### config.mk
export PLATFORM = sky130hd
export DESIGN_NAME = start_end_frame_receiver_core_flat
export DESIGN_NICKNAME = d
export VERILOG_FILES = /design/src/design/sefr_pkg.sv /design/src/design/sefr_in_if.sv /design/src/design/sefr_out_if.sv /design/src/design/sefr_frame_ctrl.sv /design/src/design/sefr_out_reg.sv /design/src/design/start_end_frame_receiver_core.sv /design/src/flat_wrapper.sv
export SDC_FILE = /design/constraint.sdc
export NUM_CORES = 1
export LEC_CHECK = 0
export ABC_AREA = 1
export ABC_CLOCK_PERIOD_IN_PS = 4600
export BUFFER_PORTS_ARGS = -buffer_cell sky130_fd_sc_hd__buf_2
export CAP_MARGIN = 20
export CORE_MARGIN = 5
export CORE_UTILIZATION = 53
export DETAILED_ROUTE_END_ITERATION = 12
export PLACE_DENSITY = 0.74
export SLEW_MARGIN = 20
export SYNTH_ARGS = -nofsm -noshare
export SYNTH_HDL_FRONTEND = slang
export SYNTH_SLANG_ARGS = --single-unit
### constraint.sdc
create_clock -name clk -period 4.6 [get_ports clk]
set_input_delay 0.23 -clock clk [delete_from_list [all_inputs] [get_ports clk]]
set_output_delay 0.23 -clock clk [all_outputs]
set_load 0.02 [all_outputs]
### src/design/sefr_pkg.sv
// ----------------------------------------------------------------------------
// sefr_pkg
// Shared types and constants for the start/end delimited frame receiver.
// ----------------------------------------------------------------------------
package sefr_pkg;

  typedef logic [7:0] byte_t;

  typedef enum logic {
    CFG_START_CODE = 1'b0,
    CFG_END_CODE   = 1'b1
  } cfg_idx_t;

  typedef enum logic {
    STATUS_OK  = 1'b0,
    STATUS_ERR = 1'b1
  } status_t;

  localparam byte_t START_CODE_RST = 8'hFD;
  localparam byte_t END_CODE_RST   = 8'hFE;

  typedef struct packed {
    status_t status;
    byte_t   header;
    byte_t   group_class;
    byte_t   option_0;
    byte_t   option_1;
    byte_t   option_2;
    byte_t   option_3;
  } result_t;

endpackage

### src/design/sefr_in_if.sv
// ----------------------------------------------------------------------------
// sefr_in_if
// Valid/ready channel that carries one received byte per word.
// ----------------------------------------------------------------------------
interface sefr_in_if;

  logic            valid;
  logic            ready;
  sefr_pkg::byte_t rx_byte;

  modport source (output valid, output rx_byte, input ready);
  modport sink   (input valid, input rx_byte, output ready);

endinterface

### src/design/sefr_out_if.sv
// ----------------------------------------------------------------------------
// sefr_out_if
// Valid/ready channel that carries one frame result per word.
// ----------------------------------------------------------------------------
interface sefr_out_if;

  logic              valid;
  logic              ready;
  sefr_pkg::status_t status;
  sefr_pkg::byte_t   header;
  sefr_pkg::byte_t   group_class;
  sefr_pkg::byte_t   option_0;
  sefr_pkg::byte_t   option_1;
  sefr_pkg::byte_t   option_2;
  sefr_pkg::byte_t   option_3;

  modport source (
    output valid, output status, output header, output group_class,
    output option_0, output option_1, output option_2, output option_3,
    input ready
  );
  modport sink (
    input valid, input status, input header, input group_class,
    input option_0, input option_1, input option_2, input option_3,
    output ready
  );

endinterface

### src/design/sefr_frame_ctrl.sv
// ----------------------------------------------------------------------------
// sefr_frame_ctrl
// Frame state, byte index and frame store; decodes one byte per accepted word
// and produces at most one result in the same cycle.
// ----------------------------------------------------------------------------
module sefr_frame_ctrl #(
  parameter int BUFFER_DEPTH = 10
) (
  input  logic              clk,
  input  logic              rst_n,
  input  logic              accept,
  input  sefr_pkg::byte_t   rx_byte,
  input  sefr_pkg::byte_t   start_code,
  input  sefr_pkg::byte_t   end_code,
  output logic              res_valid,
  output sefr_pkg::result_t res
);

  localparam int IDX_W = $clog2(BUFFER_DEPTH);

  logic                  in_frame_r;
  logic                  in_frame_nxt;
  logic [IDX_W-1:0]      byte_index_r;
  logic [IDX_W-1:0]      byte_index_nxt;
  sefr_pkg::byte_t       store_r   [BUFFER_DEPTH];
  sefr_pkg::byte_t       store_nxt [BUFFER_DEPTH];
  sefr_pkg::byte_t       view      [BUFFER_DEPTH];
  logic [IDX_W-1:0]      next_idx;
  logic                  full;

  assign next_idx = byte_index_r + IDX_W'(1);
  assign full     = (byte_index_r == IDX_W'(BUFFER_DEPTH - 1));

  always_comb begin
    for (int k = 0; k < BUFFER_DEPTH; k++) begin
      view[k] = (next_idx == IDX_W'(k)) ? rx_byte : store_r[k];
    end
  end

  always_comb begin
    in_frame_nxt   = in_frame_r;
    byte_index_nxt = byte_index_r;
    store_nxt      = store_r;
    res_valid      = 1'b0;
    res            = '0;
    res.status     = sefr_pkg::STATUS_ERR;
    if (accept) begin
      if (!in_frame_r) begin
        if (rx_byte == start_code) begin
          store_nxt[0]   = rx_byte;
          in_frame_nxt   = 1'b1;
          byte_index_nxt = '0;
        end else begin
          store_nxt[0] = '0;
          res_valid    = 1'b1;
        end
      end else if (full) begin
        in_frame_nxt = 1'b0;
        store_nxt[0] = '0;
        res_valid    = 1'b1;
      end else begin
        store_nxt      = view;
        byte_index_nxt = next_idx;
        if (rx_byte == start_code) begin
          store_nxt[0]   = rx_byte;
          byte_index_nxt = '0;
        end else if (rx_byte == end_code) begin
          in_frame_nxt    = 1'b0;
          res_valid       = 1'b1;
          res.status      = sefr_pkg::STATUS_OK;
          res.header      = view[1];
          res.group_class = view[2];
          res.option_0    = view[3];
          res.option_1    = view[4];
          res.option_2    = view[5];
          res.option_3    = view[6];
          for (int k = 0; k < BUFFER_DEPTH; k++) begin
            store_nxt[k] = '0;
          end
          byte_index_nxt = '0;
        end
      end
    end
  end

  always_ff @(posedge clk) begin
    if (!rst_n) begin
      in_frame_r   <= 1'b0;
      byte_index_r <= '0;
      for (int k = 0; k < BUFFER_DEPTH; k++) begin
        store_r[k] <= '0;
      end
    end else begin
      in_frame_r   <= in_frame_nxt;
      byte_index_r <= byte_index_nxt;
      store_r      <= store_nxt;
    end
  end

endmodule

### src/design/sefr_out_reg.sv
// ----------------------------------------------------------------------------
// sefr_out_reg
// Result register on the output channel; refills in the cycle it drains.
// ----------------------------------------------------------------------------
module sefr_out_reg (
  input  logic              clk,
  input  logic              rst_n,
  input  logic              load,
  input  sefr_pkg::result_t res,
  output logic              space,
  sefr_out_if.source        out_if
);

  logic              valid_r;
  logic              valid_nxt;
  sefr_pkg::result_t res_r;

  assign space = !valid_r || out_if.ready;

  always_comb begin
    valid_nxt = valid_r;
    if (load) begin
      valid_nxt = 1'b1;
    end else if (out_if.ready) begin
      valid_nxt = 1'b0;
    end
  end

  always_ff @(posedge clk) begin
    if (!rst_n) begin
      valid_r <= 1'b0;
    end else begin
      valid_r <= valid_nxt;
    end
    if (load) begin
      res_r <= res;
    end
  end

  assign out_if.valid       = valid_r;
  assign out_if.status      = res_r.status;
  assign out_if.header      = res_r.header;
  assign out_if.group_class = res_r.group_class;
  assign out_if.option_0    = res_r.option_0;
  assign out_if.option_1    = res_r.option_1;
  assign out_if.option_2    = res_r.option_2;
  assign out_if.option_3    = res_r.option_3;

endmodule

### src/design/start_end_frame_receiver_core.sv
// ----------------------------------------------------------------------------
// start_end_frame_receiver_core
// Deframes a byte stream delimited by a start code and an end code.
// ----------------------------------------------------------------------------
// Received bytes enter on in_if, one byte per word. A start byte opens a
// frame, later bytes are stored, and an end byte closes the frame with an OK
// word on out_if that carries stored bytes 1 to 6. A stray byte while idle or
// a byte that finds the store full gives an error word with zero data.
// The user must write the start and end codes through cfg_we, cfg_idx and
// cfg_wdata only while no frame traffic is pending; the block itself does
// not enforce this. Every byte is decoded in the cycle it is accepted; any
// result word is registered and shows on out_if in the next cycle. One byte
// per cycle is sustained while out_if keeps up; the single result register
// sets that figure and refills in the cycle that out_if drains it.
// When the downstream sink holds out_if.ready low with a word pending, in_if.ready
// drops until the word is taken. Reset clears the frame state and the store
// and sets the codes to 0xFD and 0xFE.
// ----------------------------------------------------------------------------
module start_end_frame_receiver_core #(
  parameter int BUFFER_DEPTH = 10
) (
  input  logic                 clk,
  input  logic                 rst_n,
  input  logic                 cfg_we,
  input  sefr_pkg::cfg_idx_t   cfg_idx,
  input  sefr_pkg::byte_t      cfg_wdata,
  sefr_in_if.sink              in_if,
  sefr_out_if.source           out_if
);

  sefr_pkg::byte_t   start_code_r;
  sefr_pkg::byte_t   end_code_r;
  logic              space;
  logic              accept;
  logic              res_valid;
  sefr_pkg::result_t res;

  always_ff @(posedge clk) begin
    if (!rst_n) begin
      start_code_r <= sefr_pkg::START_CODE_RST;
      end_code_r   <= sefr_pkg::END_CODE_RST;
    end else if (cfg_we) begin
      case (cfg_idx)
        sefr_pkg::CFG_START_CODE: start_code_r <= cfg_wdata;
        sefr_pkg::CFG_END_CODE:   end_code_r   <= cfg_wdata;
        default: ;
      endcase
    end
  end

  assign in_if.ready = space;
  assign accept      = in_if.valid && space;

  sefr_frame_ctrl #(
    .BUFFER_DEPTH(BUFFER_DEPTH)
  ) u_frame_ctrl (
    .clk       (clk),
    .rst_n     (rst_n),
    .accept    (accept),
    .rx_byte   (in_if.rx_byte),
    .start_code(start_code_r),
    .end_code  (end_code_r),
    .res_valid (res_valid),
    .res       (res)
  );

  sefr_out_reg u_out_reg (
    .clk   (clk),
    .rst_n (rst_n),
    .load  (res_valid),
    .res   (res),
    .space (space),
    .out_if(out_if)
  );

endmodule
### src/flat_wrapper.sv
// flat-port wrapper written by rule: the top's interface ports become plain ports
module start_end_frame_receiver_core_flat 
#(
  parameter int BUFFER_DEPTH = 10
)
  (clk, rst_n, cfg_we, cfg_idx, cfg_wdata, in_if_valid, in_if_rx_byte, in_if_ready, out_if_valid, out_if_status, out_if_header, out_if_group_class, out_if_option_0, out_if_option_1, out_if_option_2, out_if_option_3, out_if_ready);
  sefr_in_if in_if_i ();
  sefr_out_if out_if_i ();
  input  logic clk;
  input  logic rst_n;
  input  logic cfg_we;
  input  sefr_pkg::cfg_idx_t cfg_idx;
  input  sefr_pkg::byte_t cfg_wdata;
  input wire logic [$bits(in_if_i.valid)-1:0] in_if_valid;
  input wire logic [$bits(in_if_i.rx_byte)-1:0] in_if_rx_byte;
  output wire logic [$bits(in_if_i.ready)-1:0] in_if_ready;
  output wire logic [$bits(out_if_i.valid)-1:0] out_if_valid;
  output wire logic [$bits(out_if_i.status)-1:0] out_if_status;
  output wire logic [$bits(out_if_i.header)-1:0] out_if_header;
  output wire logic [$bits(out_if_i.group_class)-1:0] out_if_group_class;
  output wire logic [$bits(out_if_i.option_0)-1:0] out_if_option_0;
  output wire logic [$bits(out_if_i.option_1)-1:0] out_if_option_1;
  output wire logic [$bits(out_if_i.option_2)-1:0] out_if_option_2;
  output wire logic [$bits(out_if_i.option_3)-1:0] out_if_option_3;
  input wire logic [$bits(out_if_i.ready)-1:0] out_if_ready;
  assign in_if_i.valid = in_if_valid;
  assign in_if_i.rx_byte = in_if_rx_byte;
  assign in_if_ready = in_if_i.ready;
  assign out_if_valid = out_if_i.valid;
  assign out_if_status = out_if_i.status;
  assign out_if_header = out_if_i.header;
  assign out_if_group_class = out_if_i.group_class;
  assign out_if_option_0 = out_if_i.option_0;
  assign out_if_option_1 = out_if_i.option_1;
  assign out_if_option_2 = out_if_i.option_2;
  assign out_if_option_3 = out_if_i.option_3;
  assign out_if_i.ready = out_if_ready;
  start_end_frame_receiver_core #(.BUFFER_DEPTH(BUFFER_DEPTH)) u_core (.clk(clk), .rst_n(rst_n), .cfg_we(cfg_we), .cfg_idx(cfg_idx), .cfg_wdata(cfg_wdata), .in_if(in_if_i), .out_if(out_if_i));
endmodule
; After elaboration in Yosys (flattened, before gate mapping)
; Index checks and enable logic that the tools add are counted.
[classes]
n_eq_ne = 13
bitwise_logic = 5
muxes = 30
add_sub_neg = 1
n_reduce_logical = 11
[ops]
columns = cell, n
row1 = 72-bit two-way mux, 2
row2 = 8-bit two-way mux, 9
row3 = 49-bit two-way mux, 1
row4 = 4-bit two-way mux, 5
row5 = 4-bit by 3-bit equality test with 1-bit output (second input constant), 4
row6 = 8-bit equality test, 2
row7 = 1-bit two-way mux, 13
row8 = 4-bit equality test (second input constant), 3
row9 = 4-bit by 2-bit equality test with 1-bit output (second input constant), 2
row10 = 3-bit AND reduction, 2
row11 = 1-bit NOT, 5
row12 = 5-bit OR reduction, 1
row13 = 4-bit by 1-bit adder with 4-bit output (second input constant), 1
row14 = 4-bit by 1-bit equality test with 1-bit output (second input constant), 1
row15 = 2-bit AND reduction, 2
row16 = 2-bit nonzero test, 2
row17 = 4-bit OR reduction, 1
row18 = 2-bit inequality test (second input constant), 1
row19 = 1-bit logical AND, 1
row20 = 1-bit zero test, 1
row21 = 1-bit logical OR, 1
[totals]
elab_cells = 81
reg_bits = 143
out_inout_bits = 51
inputBits = 22

; Logic depth before layout (Yosys ltp)
; Gate-level depths: netlist of run 1.
[depth]
depth_word = 7
depth_mapped = 13
ltp_nobuf = 11

; Cells and area by module
; A second synthesis of run 1 with hierarchy kept.
[hier_totals]
cells_unflattened = 687
hier_area_um2 = 5660.4
[modules_own_cells]
columns = mod, cells_per_inst, area_per_inst_um2, seq_area_each_um2, n_inst
row1 = sefr_frame_ctrl, 558, 3547.2, 1061.0, 1
row2 = sefr_out_reg, 55, 1517.7, 1491.4, 1
row3 = start_end_frame_receiver_core, 74, 595.6, 320.3, 1

; Worst setup path before layout of run 1
; No wires, ideal clock.
[synth_timing]
path_type = input-to-reg
from = in in_if_rx_byte[6]
to = reg u_core.u_out_reg.res_r, in the netlist u_core.u_out_reg.out_if.group_class[0] (enable)
stages = 9
arrival_time_ps = 2087
slack_ps = 2108
setup_time_ps = 404
required_ps = 4196
cell_sequence = buf_2 -> xnor2_1 -> nand2_1 -> nor2_2 -> nand3_2 -> buf_6 -> nand2_1 -> nand2_1 -> inv_1
[synth_between]
elab_chain_cells = 6
elab_cells_between_ends = 8
[synth_rtl]
columns = element, line
row1 = from (decl), flat_wrapper.sv:15  ; input wire logic [$bits(in_if_i.rx_byte)-1:0] in_if_rx_byte;
row2 = 8-bit equality test, sefr_frame_ctrl.sv:67  ; end else if (rx_byte == end_code) begin
row3 = 1-bit two-way mux, sefr_frame_ctrl.sv:67
row4 = 1-bit two-way mux, sefr_frame_ctrl.sv:64  ; if (rx_byte == start_code) begin
row5 = 1-bit two-way mux, sefr_frame_ctrl.sv:57  ; end else if (full) begin
row6 = 1-bit two-way mux (*), sefr_frame_ctrl.sv:48  ; if (!in_frame_r) begin
row7 = 1-bit two-way mux (*), sefr_frame_ctrl.sv:47  ; if (accept) begin
row8 = net u_core.res_valid, start_end_frame_receiver_core.sv:35  ; logic res_valid;
row9 = to (signal assigned), sefr_out_reg.sv:36  ; res_r <= res;
row10 = to (decl), sefr_out_reg.sv:16  ; sefr_pkg::result_t res_r;
; The timed path passes the listed nets; every way through them passes the cells marked *.
; A chain may end at the register's enable or synchronous reset.

; Worst setup path after layout of run 1
[layout_timing]
from = reg u_core.u_frame_ctrl.byte_index_r[1]
to = reg u_core.u_out_reg.res_r, in the netlist u_core.u_out_reg.out_if.group_class[5] (data pin)
[layout_between]
elab_chain_cells = 3
elab_cells_between_ends = 5
[layout_rtl]
columns = element, line
row1 = from (decl), sefr_frame_ctrl.sv:23  ; logic [IDX_W-1:0] byte_index_r;
row2 = from (signal assigned), sefr_frame_ctrl.sv:95  ; byte_index_r <= byte_index_nxt;
row3 = 4-bit by 1-bit adder with 4-bit output, sefr_frame_ctrl.sv:31  ; assign next_idx = byte_index_r + IDX_W'(1);
row4 = 4-bit by 2-bit equality test with 1-bit output, sefr_frame_ctrl.sv:36  ; view[k] = (next_idx == IDX_W'(k)) ? rx_byte : store_r[k];
row5 = 8-bit two-way mux, sefr_frame_ctrl.sv:36
; Several ways; a longest one is shown, not always the timed one.

==> results of run 1 <==
[worst paths after layout]
| check | endpoint | slack, ps |
|---|---|---|
| max | u_core.u_out_reg.out_if.group_class[5] | 1800 |
| min | u_core.u_out_reg.out_if.valid | 60 |
| max reg2reg | u_core.u_out_reg.out_if.group_class[5] | 1800 |
| min reg2reg | u_core.u_frame_ctrl.store_r[46] | 460 |
[cell families (layout without fill, tap and decap cells)]
kind of cell             Yosys count  in the layout
AO/OA/AOI/OAI                    105            105
XOR/XNOR                          10             10
adder cells (fa/ha/maj)            5              5
buffers and inverters             78            148
flip-flops                       119            119
multiplexers                       3              3
AND/OR/NAND/NOR                  340            340
[worst min-delay path: stages]
cell and delay, ps:
buf_2 70, inv_1 30, nand2_1 120, a21oi_1 80
[metrics by stage]
stage          hold WS, ps  power [mW]
2_1_floorplan          343        1.36
3_3_place_gp           448        1.42
3_5_place_dp           452        1.43
4_1_cts               52.3        2.58
5_1_grt               64.6        2.67
6_report              63.0        2.58
[cell usage in the layout (no fill, tap or decap)]
cell type      netlist  final
nand4_1             42     42
clkinv_2             0      4
buf_2               24     72
a21oi_1             95     95
inv_1               22     21
dfxtp_1             70     70
xor2_4               1      1
nand2_1            195    195
nand4_2              1      1
xnor2_1              9      9
nor2_2               5      5
edfxtp_1            49     49
buf_4                4      7
clkbuf_16            0     16
nand3b_1             8      8
inv_2                5      6
nand2_2              1      1
clkbuf_8             0      6
o211ai_1             5      5
clkinv_1             1      1
nand3_1             58     58
o21ai_0              3      3
nor2_1              29     29
a21oi_2              2      2
ha_1                 5      5
nand3_2              1      1
buf_8                0      1
mux2i_1              3      3
clkbuf_1            14      6
dlygate4sd3_1        0      8
[power by group]
part | total, mW | internal [mW] | switching [mW] | leakage (nW)
Clock | 1.16 | 0.729 | 0.429 | 0.263
Sequential | 1.16 | 1.14 | 0.0169 | 1.06
Combinational | 0.257 | 0.0721 | 0.185 | 1.32
Total | 2.58 | 1.94 | 0.631 | 2.64
[metal layers]
metal  share of wire  GRT usage  vias to the layer above
li1                -          -                     2369
met3           0.089     0.0577                       40
met5               0          0                        -
met1            0.41      0.288                     2302
met2            0.47      0.374                      268
met4           0.030      0.110                        0
[cell type report]
class	instances	area, um^2	share of cell area
flip-flops and latches	119	2870	0.446
clock buffers	28	505	0.0785
well taps	136	170	0.0264
repair buffers	88	508	0.0789
multi-input cells	463	2260	0.351
inverters	28	105	0.0163
clock inverters	4	20.0	0.00311
[state kept, by name, summed over array words and instances, names as in the netlist]
register	count
u_core.u_out_reg.out_if.option_2	8
u_core.u_out_reg.out_if.option_3	8
u_core.u_out_reg.out_if.option_0	8
u_core.start_code_r	8
u_core.u_out_reg.out_if.valid	1
u_core.u_out_reg.out_if.group_class	8
u_core.u_out_reg.out_if.status	1
u_core.u_out_reg.out_if.option_1	8
u_core.u_frame_ctrl.store_r	48
u_core.u_frame_ctrl.in_frame_r	1
u_core.u_frame_ctrl.byte_index_r	4
u_core.u_out_reg.out_if.header	8
u_core.end_code_r	8
==> flow_metrics.py, run 1 <==
metrics = {
    "floorplanning": {
        "num_rows": 37,
        "die-area_um2": 12600,
        "core-area_um2": 10200,
        "die_y_um": 112,
        "start_util": 0.540,
        "dieWidth_um": 112,
        "ios": 73,
    },
    "routing": {
        "ant_nets": 0,
        "vias": 4979,
        "wl_um": 14100,
        "route.detailed.drc": 0,
        "drt-pass1-iter-count": 5,
        "via_per_inst": 5.75,
        "drt_iter0_drc": 453,
        "wire_per_inst_um": 16.3,
    },
    "yosys": {
        "synth_edf_count": 49,
        "synth_compound_area_frac": 0.0988,
        "synth.mux.area_fraction": 0.00544,
        "synth-xor-area-share": 0.0193,
        "yosys-top-cells-count": "nand2_1, a21oi_1, dfxtp_1",
        "synth_fp_nets": 687,
        "synth_cells": 660,
        "seq_area_frac_synth": 0.520,
        "ys_async_sr_fraction": 0,
        "yosysTopAreaCellShare": 0.266,
        "synth_area_leaders": "edfxtp_1, dfxtp_1, nand2_1",
        "yosysTopAreaCell": "edfxtp_1",
        "syn_avg_cell_area_um2": 8.37,
        "synth_top_family_by_area": "simple AND/OR/NAND/NOR gates",
        "synthAdderAreaFrac": 0.0113,
        "ys.warnings.count": 0,
        "synth-seq-cells": 119,
        "synth.most_common_cell": "nand2_1",
        "ys_types": 27,
        "synthSimpleGateAreaFrac": 0.274,
        "synth_area_um2": 5520,
        "synthFlopType": "dfxtp_1",
    },
    "cells_and_area": {
        "fillers": 861,
        "final_layout_size_suffix_gt1_frac": 0.168,
        "antenna-diode-count": 0,
        "synthToLayoutAreaGrowth_pct": 16.6,
        "num-nets-final": 744,
        "design_area_um2": 6440,
        "final_cells": 866,
        "final_core_util": 0.629,
    },
    "sta": {
        "worst_pin_slew_ps": 1060,
        "fmax_mhz": 358,
        "clock_skew_ps": 9.47,
        "final.period_utilization": 0.608,
        "tns_ps": 0,
        "setup_slack_ps": 1800,
        "slew_violations": 0,
        "rsz0062_at_grt": "no",
        "setup_viol": 0,
        "finalCriticalPeriod_ps": 2800,
        "finalHoldViolCount": 0,
        "max_slew_margin": 0.291,
    },
    "worst_setup_path": {
        "reg2regPathDepth": 8,
        "crit_path_end_kind": "flop",
        "worstSetupStartpointType": "flop",
        "cpMaxStageDelayCell": "nor2_2",
        "worstPathArrival_ps": 3140,
        "cp_max_fo": 34,
        "path_class": "flop to flop",
        "required_ps": 4950,
        "cp.depth": 8,
        "path_cells": "inv_1, ha_1, nand3_1, nand2_1, nor2_2, nand4_2, buf_4, a21oi_1",
        "worst-path-buf-inv": 2,
        "cp_top_family": "simple AND/OR/NAND/NOR gates",
        "crit_start": "u_core.u_frame_ctrl.byte_index_r[1]",
        "max_stage_delay_ps": 610,
        "timing.rr.start": "u_core.u_frame_ctrl.byte_index_r[1]",
    },
    "placed_design": {
        "dp_hpwl_um": 8770,
        "gp_congestion": 0.912,
        "placed_cell_area_um2": 5820,
        "dpl_worst_slack_ps": 1760,
        "dp.cells": 825,
        "portBuffers": 72,
    },
    "power": {
        "peakVddDrop_uv": 219,
        "power_density_nw_per_um2": 400,
        "p_leak_nw": 2.64,
    },
    "cts": {
        "cts-root-buf": "clkbuf_8",
        "ctsHoldBuffers": 8,
        "cts_buffer_depth": 2,
        "cts-resized-gates": 0,
        "tritoncts": "done",
        "post_cts_buffers": 0,
        "cts_buffers": 17,
        "h-tree-depth": 4,
        "cts.sinks": 119,
        "insertion_delay_ps": 530,
        "cts.reportedPaths.clkPinSlew_ps": 60,
    },
    "grt": {
        "grt_pass1_vias": 4799,
        "grt_usage": 0.230,
        "overflow": 0,
        "grt_pass1_wl_um": 23100,
        "antenna_found_initial": 0,
        "grt_max_degree": 51,
    },
    "worst_hold_path": {
        "hold_path_class": "primary input to flop",
        "min-delay-start": "out_if_ready",
        "whs_path_depth": 4,
    },
    "status": {
        "status": "complete, no violations",
    },
    "flow_run": {
        "drv_cap": 0,
    },
}
Power figures use the tool's default switching activity.
==> run 2, diff against run 1 <==
Settings changed: ABC_CLOCK_PERIOD_IN_PS 4600 to 2450, CORE_UTILIZATION 53 to 52, PLACE_DENSITY 0.74 to 0.76.
Clock period 4.6 ns to 2.45 ns, I/O delays scaled along.
==> run 2 against run 1 <==
  * Register-to-register slack got worse by 1300 ps
  * Highest routed layer unchanged
  * Largest power group is now the clock network
  * Routed wire length decreased by 0.90%
  * Core utilization increased by 1.3 points
  * Final area increased by 3.0%
  * Count of clock-buffer cells in the layout decreased by 8
  * Power increased by 96%
  * Non-clock buffer count increased by 18
  * Cell count increased by 2.1%
  * Clock skew decreased by 4.2 ps
==> flow_metrics.py, run 2 (synthesis results as in run 1) <==
metrics = {
    "floorplanning": {
        "ios": 73,
        "core-area_um2": 10300,
        "num_rows": 37,
        "die_y_um": 113,
        "start_util": 0.535,
        "dieWidth_um": 113,
        "die-area_um2": 12800,
    },
    "worst_setup_path": {
        "timing.rr.start": "u_core.u_frame_ctrl.byte_index_r[0]",
        "rrSetupSlack_ps": 510,
        "max_stage_delay_ps": 360,
        "crit_path_end_kind": "flop",
        "path_cells": "ha_1, inv_1, nor2_1, nor2_1, buf_4, nand3_1, nand2_1, nand2_1, nand3_1, a21oi_1",
        "cpMaxStageDelayCell": "dfxtp_1",
        "r2r-end": "u_core.u_frame_ctrl.store_r[53]",
        "path_class": "flop to flop",
        "crit_start": "u_core.u_frame_ctrl.byte_index_r[0]",
        "cp_max_fo": 12,
        "reg2regPathDepth": 10,
        "worstPathArrival_ps": 2350,
        "worstSetupStartpointType": "flop",
        "required_ps": 2860,
    },
    "routing": {
        "via_per_inst": 5.65,
        "vias": 4999,
        "drt_iter0_drc": 407,
        "wl_um": 14000,
        "wire_per_inst_um": 15.8,
        "ant_nets": 0,
        "route.detailed.drc": 0,
        "drt-pass1-iter-count": 5,
    },
    "cells_and_area": {
        "antenna-diode-count": 0,
        "synthToLayoutAreaGrowth_pct": 20.1,
        "largest_reg_flops": 48,
        "design_area_um2": 6630,
        "final_layout_size_suffix_gt1_frac": 0.178,
        "num-nets-final": 762,
        "final_core_util": 0.643,
        "final_cells": 884,
        "layout_common_cells": "nand2_1, a21oi_1, buf_2",
        "final_common_cell": "nand2_1",
        "regMostFlops": "u_core.u_frame_ctrl.store_r",
    },
    "grt": {
        "grt_max_degree": 49,
        "grt_pass1_wl_um": 23200,
        "overflow": 0,
        "grt_pass1_vias": 4892,
        "grt_usage": 0.228,
        "antenna_found_initial": 0,
    },
    "power": {
        "power_density_nw_per_um2": 760,
        "swShare": 0.241,
        "seqPwrFrac": 0.432,
        "combPwrFrac": 0.100,
        "p_leak_nw": 2.73,
        "peakVddDrop_uv": 406,
        "p_total_mw": 5.04,
        "internal_power_mw": 3.83,
        "switchingPower_mw": 1.21,
        "clockPowerShare": 0.468,
    },
    "worst_hold_path": {
        "whs_path_depth": 3,
        "min-delay-start": "cfg_idx",
        "hold_path_class": "primary input to flop",
        "holdPathEnd": "u_core.start_code_r[7]",
    },
    "cts": {
        "cts-root-buf": "clkbuf_8",
        "cts_buffer_depth": 2,
        "cts_buffers": 17,
        "cts.reportedPaths.clkPinSlew_ps": 60,
        "post_cts_buffers": 0,
        "h-tree-depth": 4,
        "cts.sinks": 119,
        "insertion_delay_ps": 520,
        "tritoncts": "done",
    },
    "flow_run": {
        "drv_cap": 0,
    },
    "sta": {
        "finalCriticalPeriod_ps": 1940,
        "rsz0062_at_grt": "no",
        "final.period_utilization": 0.792,
        "max_slew_margin": 0.552,
        "slew_violations": 0,
        "tns_ps": 0,
        "worst_pin_slew_ps": 669,
        "setup_viol": 0,
        "fmax_mhz": 515,
        "clock_skew_ps": 5.23,
        "finalHoldViolCount": 0,
    },
    "status": {
        "status": "complete, no violations",
    },
    "placed_design": {
        "portBuffers": 72,
        "placed_cell_area_um2": 5910,
        "gp_congestion": 0.848,
        "dp_hpwl_um": 8750,
        "dp.cells": 836,
    },
}
[run 2: cell types whose count changed in the layout (fill, tap and decap cells not counted)]
cell	previous run	this run
clkinvlp_4	0	1
dlygate4sd3_1	8	16
clkbuf_8	6	1
bufinv_16	0	3
clkinv_2	4	5
buf_8	1	0
clkbuf_1	6	3
buf_12	0	1
clkinv_1	1	4
buf_4	7	17
[run 2: layout make-up]
cell class | instances | area, um^2
Fill cell | 829 | 3690
Tap cell | 136 | 170
Clock buffer | 20 | 425
Sequential cell | 119 | 2870
Timing Repair Buffer | 106 | 668
Multi-Input combinational cell | 463 | 2260
Inverter | 28 | 105
Clock inverter | 12 | 134
[run 2: routing by layer]
layer | global-route usage | routed length (um) | vias up
met4 | 0.116 | 476 | 0
met5 | 0 | 0 | -
met1 | 0.274 | 5660 | 2334
met2 | 0.374 | 6670 | 220
met3 | 0.0658 | 1190 | 45
li1 | - | - | 2400
[run 2: worst max-delay path by stage]
stage / to / slack, ps / depth (start not counted)
after floorplan: u_core.u_out_reg.out_if.group_class[0] / 30 / 8
after global placement: u_core.u_out_reg.out_if.header[3] / 610 / 8
after detailed placement: u_core.u_out_reg.out_if.header[3] / 550 / 8
after CTS: u_core.u_out_reg.out_if.header[5] / 520 / 8
after global routing: u_core.u_frame_ctrl.store_r[28] / 270 / 9
final: u_core.u_frame_ctrl.store_r[53] / 510 / 10
[run 2: power groups by stage]
stage | sequential, mW | clock, mW | combinational (mW)
finish | 2.18 | 2.36 | 0.505
global route | 2.18 | 2.48 | 0.550
CTS | 2.18 | 2.37 | 0.501
detailed placement | 2.22 | 0 | 0.477
global placement | 2.21 | 0 | 0.465
floorplan | 2.28 | 0 | 0.269
[run 2: worst max-delay path, delay by kind of cell (launching register included)]
family,cells,cell delay [ps]
fa+ha+maj,1,230
flops,1,360
simple gates,6,900
compound gates,1,70
buf+inv,2,270
[run 2: per-stage QoR]
stage,setup WS (ps),hold slack [ps]
final,509,50.9
after global routing,266,79.3
after CTS,521,39.5
after detailed placement,548,340
after global placement,609,341
after floorplan,32.0,236
[run 2: what timing repair did]
action | in CTS | in global routing
gates resized for setup | 0 | 0
hold buffers | 16 | 0
hold endpoints to repair | 17 | 0
